### src/design/rpc_queue.sv
// Two-entry queue of front-part words between the front and the back.
module rpc_queue #(
    parameter int W = 8
) (
    input  logic         clk,
    input  logic         rst_n,
    input  logic         wr_valid,
    output logic         wr_ready,
    input  logic [W-1:0] wr_data,
    output logic         rd_valid,
    input  logic         rd_ready,
    output logic [W-1:0] rd_data
);
    logic [W-1:0] mem_reg [2];
    logic wp_reg, rp_reg;
    logic [1:0] cnt_reg, cnt_next;
    logic push, pop;

    assign wr_ready = (cnt_reg != 2'd2);
    assign rd_valid = (cnt_reg != 2'd0);
    assign push = wr_valid && wr_ready;
    assign pop = rd_valid && rd_ready;
    assign rd_data = mem_reg[rp_reg];
    assign cnt_next = cnt_reg + {1'b0, push} - {1'b0, pop};

    always_ff @(posedge clk or negedge rst_n)
    begin
        if (!rst_n)
        begin
            wp_reg  <= 1'b0;
            rp_reg  <= 1'b0;
            cnt_reg <= 2'd0;
        end
        else
        begin
            if (push)
                wp_reg <= ~wp_reg;
            if (pop)
                rp_reg <= ~rp_reg;
            cnt_reg <= cnt_next;
        end
    end

    always_ff @(posedge clk)
    begin
        if (push)
            mem_reg[wp_reg] <= wr_data;
    end

endmodule

### config.mk
export PLATFORM = sky130hd
export DESIGN_NAME = rpc_queue
export DESIGN_NICKNAME = d
export VERILOG_FILES = /design/src/design/rpc_queue.sv
export SDC_FILE = /design/constraint.sdc
export NUM_CORES = 1
export LEC_CHECK = 0
export BUFFER_PORTS_ARGS = -buffer_cell sky130_fd_sc_hd__buf_2
export CORE_UTILIZATION = 45
export DETAILED_ROUTE_END_ITERATION = 6
export PLACE_DENSITY = 0.75
export RECOVER_POWER = 25
export SYNTH_ARGS = -nofsm -noshare
export SYNTH_HDL_FRONTEND = slang
export SYNTH_SLANG_ARGS = --single-unit
### constraint.sdc
create_clock -name clk -period 2.4 [get_ports clk]
set_input_delay 0.24 -clock clk [delete_from_list [all_inputs] [get_ports clk]]
set_output_delay 0.24 -clock clk [all_outputs]
set_load 0.02 [all_outputs]
# == Word-level counts from Yosys, hierarchy flattened ==
# Memories as Yosys holds them, arrays and structs flattened.
# Index checks and enable logic that the tools add are counted.
# op_classes
addsub,2
n_eq_ne,1
muxes,2
bitwise_logic,2
reduce_logical,3
# op_table
cell,count
2-bit by 1-bit adder with 2-bit output,1
1-bit logical AND,2
1-bit two-way mux,2
"2-bit != test, second input constant",1
1-bit inverter,2
2-bit nonzero test,1
2-bit by 1-bit subtractor with 2-bit output,1
# word_totals
register_bits,4
mem_bits_rw,16
output_inout_bits,10
memories,1
# mem_list
name,words,word_bits,rd,rd_ports_with_merged_regs,write_ports,line,text
mem_reg,2,8,1,0,1,14,logic [W-1:0] mem_reg [2];

# == Depth between registers and ports, before layout ==
# logic_depth
depth_word,4
ltp_mapped,7
ltp_nobuf,7

# == Least setup slack after synthesis ==
# No wires, ideal clock.
# synth_path
path_type,reg2reg
start,reg cnt_reg[1]
end,reg cnt_reg[1]
setup_ns,0.123
arrival_ns,1.599
required_time_ns,2.277
path_slack_ns,0.679
stages_incl_launch_ff,8
n_path_buf,0
synth_period_minus_slack_ns,1.721
cell_sequence,dfrtp_1 -> or2_1 -> and2_4 -> ha_1 -> inv_1 -> ha_1 -> xnor2_1 -> xnor2_1
# synth_lines
item,line,text
from (decl),16,"logic [1:0] cnt_reg, cnt_next;"
from (signal assigned),40,cnt_reg <= cnt_next;
2-bit nonzero test,20,assign rd_valid = (cnt_reg != 2'd0);
named net rd_valid,10,"output logic rd_valid,"
1-bit logical AND,22,assign pop = rd_valid && rd_ready;
named net pop,17,"logic push, pop;"
2-bit by 1-bit subtractor with 2-bit output,24,"assign cnt_next = cnt_reg + {1'b0, push} - {1'b0, pop};"
named net cnt_next[1],16,
# The timed path passes the listed nets, and every way through them passes these cells.
# A chain may end at the register's enable or synchronous reset.

# == Worst setup path after layout ==
# layout_path
start,reg cnt_reg[1]
end,reg cnt_reg[1]
# layout_lines
item,line
2-bit nonzero test,20
1-bit logical AND,22
named net pop,17
2-bit by 1-bit subtractor with 2-bit output,24
named net cnt_next[1],16
# The timed path passes the listed nets, and every way through them passes these cells.

==> results by group <==
Drt
  – DRT iter0 DRCs: 10
  – Pre-antenna DRT Iters: 6
  – Vias/cell: 4.98
  – Post-route ant nets: 0
  – Residual DRC: 4
  – Drt total wl: 1100 um
  – DR WL/cell: 13.3 um
  – Vias: 413

Finish
  – Nets: 82
  – Ant. Diodes: 0
  – Post-route cell area: 928 sq um
  – Layout cells sized above 1: 34.3%
  – Max reg flops: 16
  – Area delta synth->final: 19.9%

STA
  – Fmax: 0.585 GHz
  – Tmin final: 1.71 ns
  – Fin. Hold Viols: 0
  – Post-Route Setup TNS: 0 ns
  – Rel. slew slack: 52.7%
  – RSZ-0062 raised after global routing: false
  – Hold WS: 0.133 ns
  – Final setup vio count: 0
  – Clock skew: 0.00188 ns
  – Slew Limit Fails: 0
  – PnR worst setup slack: 0.692 ns
  – Worst-Margin Slew: 0.707 ns
  – Crit share post-route: 71.2%

GRT
  – Largest net degree at the start of global routing: 12
  – First-pass GRT wire length: 1840 um
  – Initial antenna violation count: 0
  – GR Util All Layers: 13.8%
  – Vias in the first global route: 420
  – Grt total ovfl: 0

Die
  – Floorplan row count: 14
  – Core Box Area: 0.00156 sq mm
  – Die area: 0.00189 sq mm
  – # IOs: 22
  – Die width: 43.5 um
  – Die height: 43.5 um
  – Starting Density: 49.7%

Pwr
  – Leakage: 0.373 nW
  – Pwr dens: 1200 mW/mm^2
  – Worst vdd ir: 823 uV

Synthesis
  – Mapped Cells: 42
  – XOR/XNOR Fraction of Synth Area: 4.52%
  – Adder and majority gate portion of the synthesized area: 3.23%
  – Seq cells post-synth: 20
  – Synth Area in Compound Gates: 0%
  – Cell Area, Synth: 774 sq um
  – Seq/Total Area, Yosys: 75.0%
  – Syn_area_per_cell: 18.4 sq um
  – Netlist cell types: 14
  – Multiplexer share of the synthesized area: 11.6%
  – Combinational family with the most area after synthesis: multiplexers
  – Yosys Warn Count: 0
  – Simple-gate share of the synthesized area: 4.52%
  – Syn_nets: 56

Status
  – Status: finished with violations
  – Failing checks: DRC

Placement
  – DP Area: 895 sq um
  – Dpl ws: 0.720 ns
  – Final Wtd Congestion: 0.623
  – Dpl hpwl: 798 um
  – PortBufs: 21

Critical path
  – CP Class: flip-flop to flip-flop
  – Worst Setup End Kind: flip-flop
  – CP Max Fanout: 3
  – Worst setup SP type: flip-flop
  – CP Data Required Time: 2.62 ns
  – Critical Path AT: 1.93 ns

CTS
  – Number of buffers created by CTS: 3
  – Root Buffer: clkbuf_4
  – Hold Buf Count CTS: 1
  – Post-cts sizing count: 0
  – CTS tree: yes
  – Skew-Pair Late Insertion Delay: 0.29 ns
  – Longest Clk Path Bufs: 2
  – Post-CTS setup buffer count: 0
  – Clock Sinks: 20
  – Clock-pin slew on the worst setup and hold paths: 0.11 ns
  – H-tree levels: 1

Flow run
  – Max-Cap Viols: 0

Hold path
  – Worst min path class: input port to flip-flop
==> area by class of cell <==
| class | instances | area (sq um) |
|---|---|---|
| Fill cell | 132 | 631 |
| Sequential cell | 20 | 581 |
| Multi-Input combinational cell | 20 | 185 |
| Timing Repair Buffer | 22 | 113 |
| Clock buffer | 4 | 26.3 |
| Tap cell | 16 | 20.0 |
| Inverter | 1 | 3.75 |
==> stage by stage <==
stage               cells  utilization, %  power (mW)
detailed placement     78            57.4       0.964
global route           83            59.6        1.18
CTS                    83            59.7        1.12
finish                 83            59.6        1.11
floorplan              42               -       0.842
global placement       78            57.4       0.949
==> placed cells by master, fill, tap and decap left out, types with 2 or more instances in the layout <==
cell type / count
buf_2: 19
edfxtp_1: 16
mux2_1: 8
dfrtp_1: 4
xnor2_1: 3
clkbuf_4: 3
clkbuf_1: 3
ha_1: 2
==> Yosys cell counts <==
cell / count / area share [%]
xnor2_1: 3 / 3.4
dfrtp_1: 4 / 13
nand2_1: 1 / 0.48
and3_1: 1 / 0.81
xor2_1: 1 / 1.1
buf_2: 1 / 0.65
nand2b_1: 1 / 0.81
or2_1: 1 / 0.81
nor2_1: 1 / 0.48
ha_1: 2 / 3.2
mux2_1: 8 / 12
and2_4: 1 / 1.1
inv_1: 1 / 0.48
edfxtp_1: 16 / 62
==> metal layers <==
layer	part of all wire, %	GRT usage (%)
met1	43	18.5
met2	52	22.4
met3	4.7	2.50
met4	0	5.63
met5	0	0
==> logic make-up (layout without fill, tap and decap cells) <==
logic type	Yosys count	after routing
fa+ha+maj	2	2
xor+xnor	4	4
flops	20	20
simple gates	6	6
mux	8	8
buf+inv	2	27
==> worst max-delay path: stages (launching register included) <==
cell     delay (ns)
dfrtp_1        0.43
or2_1          0.25
and2_4         0.17
ha_1           0.27
inv_1          0.04
ha_1           0.18
xnor2_1        0.17
xnor2_1        0.14
==> final timing paths <==
kind | startpoint | endpoint | slack, ns | depth (start not counted)
min in group asynchronous | rst_n | cnt_reg[1] | 0.26 | 2
max | cnt_reg[1] | cnt_reg[1] | 0.69 | 7
max in group asynchronous | rst_n | rp_reg | 2.03 | 2
min | wr_data[4] | mem_reg[1][4] | 0.13 | 1
min reg2reg | wp_reg | wp_reg | 0.51 | 1
max reg2reg | cnt_reg[1] | cnt_reg[1] | 0.69 | 7
==> where the power goes <==
part	internal, mW	leakage, nW	switching, mW
Clock	0.0645	0.0150	0.0955
Combinational	0.174	0.163	0.229
Sequential	0.486	0.195	0.0645
Total	0.724	0.373	0.389
Note: power is estimated with default switching activity, not from simulation.
