[config.mk]
export PLATFORM = sky130hd
export DESIGN_NAME = rpc_front
export DESIGN_NICKNAME = d
export VERILOG_FILES = /design/src/design/rpc_pkg.sv /design/src/design/rpc_front.sv
export SDC_FILE = /design/constraint.sdc
export NUM_CORES = 1
export LEC_CHECK = 0
export BUFFER_PORTS_ARGS = -buffer_cell sky130_fd_sc_hd__buf_4
export CAP_MARGIN = 20
export CORE_ASPECT_RATIO = 1.5
export CORE_MARGIN = 5
export CORE_UTILIZATION = 35
export DETAILED_ROUTE_END_ITERATION = 8
export HOLD_SLACK_MARGIN = 0.02
export SLEW_MARGIN = 30
export SYNTH_ARGS = -nofsm -noshare
export SYNTH_HDL_FRONTEND = slang
export SYNTH_SLANG_ARGS = --single-unit
[constraint.sdc]
create_clock -name clk -period 6.45 [get_ports clk]
set_clock_uncertainty 0.05 [all_clocks]
set_input_delay 0.645 -clock clk [delete_from_list [all_inputs] [get_ports clk]]
set_output_delay 0.645 -clock clk [all_outputs]
set_load 0.05 [all_outputs]
[src/design/rpc_pkg.sv]
// Shared types, constants and the arctangent table for the rectangular/polar converter.
package rpc_pkg;

    localparam int DEG_FRAC = 16;
    localparam int ANG_W = 16;
    localparam int ATAN_ENTRIES = 24;
    localparam logic [ANG_W-1:0] ANG_90 = 16'd11520;
    localparam logic [ANG_W-1:0] ANG_180 = 16'd23040;
    localparam logic [ANG_W-1:0] ANG_360 = 16'd46080;
    localparam logic [29:0] GAIN_INV_Q30 = 30'd652032874;

    // z in degrees, 16 fractional bits; range fits 28 bits signed comfortably
    localparam int ZW = 28;

    typedef enum logic [1:0] {
        CLS_ZERO_Y,
        CLS_X_AXIS,
        CLS_GENERAL
    } cls_t;

    function automatic logic signed [ZW-1:0] atan_deg(input int i);
        logic signed [ZW-1:0] r;
        r = '0;
        case (i)
            0: r = 28'sd2949120;
            1: r = 28'sd1740967;
            2: r = 28'sd919879;
            3: r = 28'sd466945;
            4: r = 28'sd234379;
            5: r = 28'sd117304;
            6: r = 28'sd58666;
            7: r = 28'sd29335;
            8: r = 28'sd14668;
            9: r = 28'sd7334;
            10: r = 28'sd3667;
            11: r = 28'sd1833;
            12: r = 28'sd917;
            13: r = 28'sd458;
            14: r = 28'sd229;
            15: r = 28'sd115;
            16: r = 28'sd57;
            17: r = 28'sd29;
            18: r = 28'sd14;
            19: r = 28'sd7;
            20: r = 28'sd4;
            21: r = 28'sd2;
            22: r = 28'sd1;
            default: r = '0;
        endcase
        return r;
    endfunction

endpackage

[src/design/rpc_front.sv]
// Front part: accept words, take absolute values, classify the vector, square the coordinates.
module rpc_front #(
    parameter int COORD_WIDTH = 16
) (
    input  logic                          clk,
    input  logic                          rst_n,
    input  logic                          in_valid,
    output logic                          in_ready,
    input  logic                          in_func,
    input  logic signed [COORD_WIDTH-1:0] in_x,
    input  logic signed [COORD_WIDTH-1:0] in_y,
    input  logic [rpc_pkg::ANG_W-1:0]     in_ang,
    output logic                          f_valid,
    input  logic                          f_ready,
    output logic                          f_func,
    output logic [COORD_WIDTH-1:0]        f_ax,
    output logic [COORD_WIDTH-1:0]        f_ay,
    output logic [2*COORD_WIDTH:0]        f_sq,
    output logic                          f_xneg,
    output logic                          f_xzero,
    output logic                          f_yneg,
    output logic                          f_yzero,
    output logic [rpc_pkg::ANG_W-1:0]     f_ang
);
    localparam int CW = COORD_WIDTH;

    // stage 1: absolute values and classification
    logic s1_valid_reg, s1_valid_next;
    logic s1_func_reg, s1_xneg_reg, s1_xzero_reg, s1_yneg_reg, s1_yzero_reg;
    logic [CW-1:0] s1_ax_reg, s1_ay_reg;
    logic [rpc_pkg::ANG_W-1:0] s1_ang_reg;
    // stage 2: squares summed
    logic s2_valid_reg, s2_valid_next;
    logic s2_func_reg, s2_xneg_reg, s2_xzero_reg, s2_yneg_reg, s2_yzero_reg;
    logic [CW-1:0] s2_ax_reg, s2_ay_reg;
    logic [2*CW:0] s2_sq_reg;
    logic [rpc_pkg::ANG_W-1:0] s2_ang_reg;

    logic adv2, adv1;
    logic [CW-1:0] ax_c, ay_c;
    logic [rpc_pkg::ANG_W-1:0] ang_wrap;
    logic [2*CW-1:0] sqx_c, sqy_c;

    assign adv2 = !s2_valid_reg || f_ready;
    assign adv1 = !s1_valid_reg || adv2;
    assign in_ready = adv1;

    assign ax_c = in_x[CW-1] ? CW'(-in_x) : CW'(in_x);
    assign ay_c = in_y[CW-1] ? CW'(-in_y) : CW'(in_y);
    assign ang_wrap = (in_ang >= rpc_pkg::ANG_360) ? in_ang - rpc_pkg::ANG_360 : in_ang;

    // full-width squares
    assign sqx_c = s1_ax_reg * s1_ax_reg;
    assign sqy_c = s1_ay_reg * s1_ay_reg;

    assign s1_valid_next = adv1 ? in_valid : s1_valid_reg;
    assign s2_valid_next = adv2 ? s1_valid_reg : s2_valid_reg;

    always_ff @(posedge clk or negedge rst_n)
    begin
        if (!rst_n)
        begin
            s1_valid_reg <= 1'b0;
            s2_valid_reg <= 1'b0;
        end
        else
        begin
            s1_valid_reg <= s1_valid_next;
            s2_valid_reg <= s2_valid_next;
        end
    end

    always_ff @(posedge clk)
    begin
        if (adv1 && in_valid)
        begin
            s1_func_reg  <= in_func;
            s1_ax_reg    <= ax_c;
            s1_ay_reg    <= ay_c;
            s1_xneg_reg  <= in_x[CW-1];
            s1_yneg_reg  <= in_y[CW-1];
            s1_xzero_reg <= (in_x == '0);
            s1_yzero_reg <= (in_y == '0);
            s1_ang_reg   <= ang_wrap;
        end
        if (adv2 && s1_valid_reg)
        begin
            s2_func_reg  <= s1_func_reg;
            s2_ax_reg    <= s1_ax_reg;
            s2_ay_reg    <= s1_ay_reg;
            s2_xneg_reg  <= s1_xneg_reg;
            s2_yneg_reg  <= s1_yneg_reg;
            s2_xzero_reg <= s1_xzero_reg;
            s2_yzero_reg <= s1_yzero_reg;
            s2_ang_reg   <= s1_ang_reg;
            s2_sq_reg    <= {1'b0, sqx_c} + {1'b0, sqy_c};
        end
    end

    assign f_valid = s2_valid_reg;
    assign f_func  = s2_func_reg;
    assign f_ax    = s2_ax_reg;
    assign f_ay    = s2_ay_reg;
    assign f_sq    = s2_sq_reg;
    assign f_xneg  = s2_xneg_reg;
    assign f_xzero = s2_xzero_reg;
    assign f_yneg  = s2_yneg_reg;
    assign f_yzero = s2_yzero_reg;
    assign f_ang   = s2_ang_reg;

endmodule

# [After elaboration in Yosys (flattened, before gate mapping)]
# Index checks and enable logic that the tools add are counted.
[word_totals] out_inout_bits=88 ff_bits=141 wordCells=39 inputBits=53
[classes] addsub=4 n_mux=3 multipliers=2 reduce_logical=8 magnitude_cmp=1
[op_table] op="$mul 16x16->32" count=2
[op_table] op="$add 32x32->33" count=1
[op_table] op="$logic_not 16->1" count=2
[op_table] op="$neg 16->16" count=2
[op_table] op="$mux 15" count=2
[op_table] op="$ge 16x16->1 const B" count=1
[op_table] op="$mux 16" count=1
[op_table] op="$sub 16x16->16 const B" count=1
[op_table] op="$logic_and 1x1->1" count=2
[op_table] op="$logic_not 1->1" count=2
[op_table] op="$logic_or 1x1->1" count=2

# [Logic depth before layout (Yosys ltp)]
[depth] depth_word=4 mapped_depth=28 ltp_nobuf=25

# [Worst setup path before layout]
# No wires, ideal clock.
[synth_path] kind="flip-flop to flip-flop" from="register s1_ax_reg[4]" to="register s2_sq_reg[29] (netlist: f_sq[29]), data pin" path_buffers=1 path_stages_with_launch=23 path_slack_ns=-0.399 required_ns=6.140 t_arrival_ns=6.538 path_cell_list="edfxtp_1 > clkbuf_1 > nand2_1 > fa_1 > fa_1 > inv_1 > fa_1 > inv_1 > fa_1 > inv_1 > fa_1 > fa_1 > fa_1 > fa_1 > ha_1 > a21o_1 > o21ba_2 > o221ai_1 > o21bai_4 > a31oi_4 > o21ai_2 > a311oi_2 > xnor2_1"
[synth_between] elab_chain_cells=2
[synth_lines] element="start, declared" line_no="rpc_front.sv:30" text="logic [CW-1:0] s1_ax_reg, s1_ay_reg;"
[synth_lines] element="start signal, assigned" line_no="rpc_front.sv:78" text="s1_ax_reg <= ax_c;"
[synth_lines] element="$mul 16x16->32" line_no="rpc_front.sv:53" text="assign sqx_c = s1_ax_reg * s1_ax_reg;"
[synth_lines] element="$add 32x32->33" line_no="rpc_front.sv:96" text="s2_sq_reg <= {1'b0, sqx_c} + {1'b0, sqy_c};"
[synth_lines] element="end signal, assigned" line_no="rpc_front.sv:96"
[synth_lines] element="end, declared" line_no="rpc_front.sv:36" text="logic [2*CW:0] s2_sq_reg;"
# No other way between the ends.
# A chain may end at the register's enable or synchronous reset.

# [Worst setup path in the final report]
[layout_path] from="register s1_ay_reg[8]" to="register s2_sq_reg[27] (netlist: f_sq[27]), data pin"
[layout_between] elab_chain_cells=2
[layout_lines] element="start, declared" line_no="rpc_front.sv:30"
[layout_lines] element="start signal, assigned" line_no="rpc_front.sv:79" text="s1_ay_reg <= ay_c;"
[layout_lines] element="$mul 16x16->32" line_no="rpc_front.sv:54" text="assign sqy_c = s1_ay_reg * s1_ay_reg;"
[layout_lines] element="$add 32x32->33" line_no="rpc_front.sv:96"
# No other way between the ends.

==> summary.md <==
| Metric | Value |
|---|---|
| Status | `finished with violations` |
| Failing checks | `negative setup slack` |
| Setup Viol. Count Final | `21` |
| Slowest CP cell | `fa_2` |
| Tightest Pin Transition | `0.788 ns` |
| CTS H-tree depth | `4` |
| I/O pins | `141` |
| Number of synthesized flops with an enable pin | `139` |
| Startpoint types | `flop` |
| Worst path most repeated cell | `fa_1` |
| Synth-to-layout area growth | `28.3%` |
| Worst-Skew Late Latency | `0.47 ns` |
| Hold Vio Cnt, Final | `0` |
| CTS tree | `built` |
| Sequential element share of the synthesized area | `21.3%` |
| Max-slew violations | `0` |
| Crit path max-delay family | `adder cells` |
| Post-synth top cells | `499 x inv_1, 384 x fa_1, 202 x ha_1` |
| Starting density of the core | `35.4%` |
| Critical Path AT | `7.19 ns` |
| # rows | `106` |
| Pin count of the biggest net entering global routing | `54` |
| CP Cell Sequence | `buf_4 > buf_6 > and2_1 > fa_1 > ha_2 > a21o_1 > fa_1 > inv_1 > fa_1 > inv_1 > fa_1 > fa_2 > fa_2 > fa_1 > ha_4 > o21ai_0 > a32oi_2 > o21ai_4 > o21bai_4 > a31oi_4 > buf_4 > buf_6 > o21ai_2 > xor2_1` |
| Post-route antenna net violation count | `0` |
| Primary FF master, synth | `edfxtp_1` |
| Ys async rst share | `1.42%` |
| Nets | `2,895` |
| Max reg flops | `33` |
| Yosys reg bits | `141` |
| WP buf/inv | `6` |
| Inserted Diodes | `0` |
| Final worst-path cycle share | `109%` |
| Chip height | `301 um` |
| Tot GR Track Use | `17.4%` |
| Yosys cell types | `58` |
| Synth Warn # | `0` |
| Worst Hold Class | `in -> reg` |
| Crit path capture type | `flop` |
| Drt pass-1 iters | `5` |
| Count of input and output buffers | `140` |
| Count of clock tree sinks | `141` |
| Crit path from | `s1_ay_reg[8]` |
| Syn Std Cell Area | `19,800 um^2` |
| Share of layout cells above drive strength 1 | `28.4%` |
| Filler instances | `5,338` |
| Routability Congestion | `0.894` |
| Total grt overflow | `0` |
| DRC errors left | `0` |
| Hold Path Origin | `in_func` |
| RSZ-0062 raised after global routing | `true` |
| Setup WS pre-CTS | `-0.791 ns` |
| Vias | `13,906` |
| Net Count, Synth | `2,456` |
| Top cells by area, synth | `fa_1 39%, edfxtp_1 21%, ha_1 13%` |
| Max_slew headroom | `47.4%` |
| Vias per inst | `4.60` |
| Routed wire length | `51,700 um` |
| Core area | `56,000 um^2` |
| Crit-path max FO | `8` |
| Clk slew on worst S/H paths | `0.07 ns` |
| Clock buffer depth | `2` |
| DP Wirelength | `43,700 um` |
| Worst setup margin | `-0.577 ns` |
| Slowest stage delay, CP | `0.58 ns` |
| DR WL/cell | `17.1 um` |
| Synthesized instance count | `1,817` |
| First-pass GRT wire length | `81,700 um` |
| Cell taking the most area after synthesis | `fa_1` |
| CP required | `6.61 ns` |
| Initial antenna violation count | `0` |
| Min Tclk post-route | `7.03 ns` |
| DRT iter0 DRCs | `474` |
| Area of the multi-input gates | `14,100 um^2` |
| Reg-to-reg startpoint | `s1_ay_reg[8]` |
| Die Area | `61,500 um^2` |
| TritonCTS Buffers | `17` |
| CP Class | `reg -> reg` |
| Root Buffer | `clkbuf_16` |
| Max-Cap Viols | `0` |
| FF+latch area | `4220 um^2` |
| Vias in the first global route | `16,084` |
| Synth top area share | `38.8%` |
| Die W | `204 um` |
| Most common cell in the netlist | `inv_1` |
| Fmax | `142 MHz` |
| Synthesized area per cell | `10.9 um^2` |
-- layer usage --
layer  track usage (%)  wire, um
met5                 0         0
met4              9.29      2530
met3              2.05      1070
met2              35.3     31500
met1              16.6     16600
-- layout by cell type (no fill, tap or decap), types with 9 or more instances in the layout --
master / n
inv_2: 20
fa_2: 20
buf_6: 26
fa_1: 364
buf_4: 435
and2_4: 15
ha_1: 186
nand2_1: 120
nor3_1: 9
ha_4: 15
clkbuf_16: 17
xor2_1: 21
a21oi_1: 17
nand2_2: 11
o21ai_0: 12
edfxtp_1: 139
inv_1: 478
a21oi_2: 10
a21o_1: 14
xnor2_1: 49
nor2_1: 24
and2_1: 119
-- path summary, 6_finish.rpt --
kind                                 to  slack, ns  cells after the start
min in group asynchronous       f_valid       0.44                      2
min reg2reg                    f_ang[1]       0.36                      0
max reg2reg                    f_sq[27]      -0.58                     24
max                            f_sq[27]      -0.58                     24
max in group asynchronous  s1_valid_reg       5.82                      2
min                         s1_func_reg       0.31                      1
-- final cells by class --
cell class	count	area share, %
Inverter	499	7.39
Timing Repair Buffer	466	14.4
Multi-Input combinational cell	1131	55.5
Sequential cell	141	16.6
Tap cell	756	3.72
Clock inverter	15	0.695
Clock buffer	17	1.67
-- cell families (layout without fill, tap and decap cells) --
logic type	count (synthesis)	in the layout	synth area share (%)
buffers and inverters	545	997	10.4
muxes	3	3	0.158
AOI/OAI and AO/OA	107	107	3.84
DFF	141	141	21.3
adders and majority gates	586	586	51.6
xor gates and xnor gates	77	77	3.41
and+or+nand+nor	358	358	9.29
-- through the flow --
step                cells  instance area, um^2  util, %  hold WS (ns)  TNS (ns)
global placement     2929                23800     42.5         0.352     -9.28
finish               3025                25400     45.4         0.308     -7.29
floorplan            1817                20100        -         0.299    -0.531
CTS                  3008                25100     44.8         0.268     -7.16
detailed placement   2929                23800     42.5         0.355    -10.48
global route         3025                25400     45.4         0.277    -11.02
-- what timing repair did --
action | CTS | global route
pin swaps | 53 | 48
buffers inserted | 46 | 17
endpoints found under the setup margin | 21 | 22
endpoints found under the hold margin | 2 | 0
gates resized for setup | 64 | 72
hold buffers | 1 | 0
-- worst register-to-register path, delay by kind of cell (launching register included) --
family          cells  cell delay, ns
flops               1            0.54
xor+xnor            1            0.08
fa+ha+maj           9            4.11
buf+inv             6            0.75
compound gates      7            1.07
simple gates        1            0.18
Power is not shown: default switching activity piles up to over one toggle a cycle in this logic, so the estimate is an artifact.
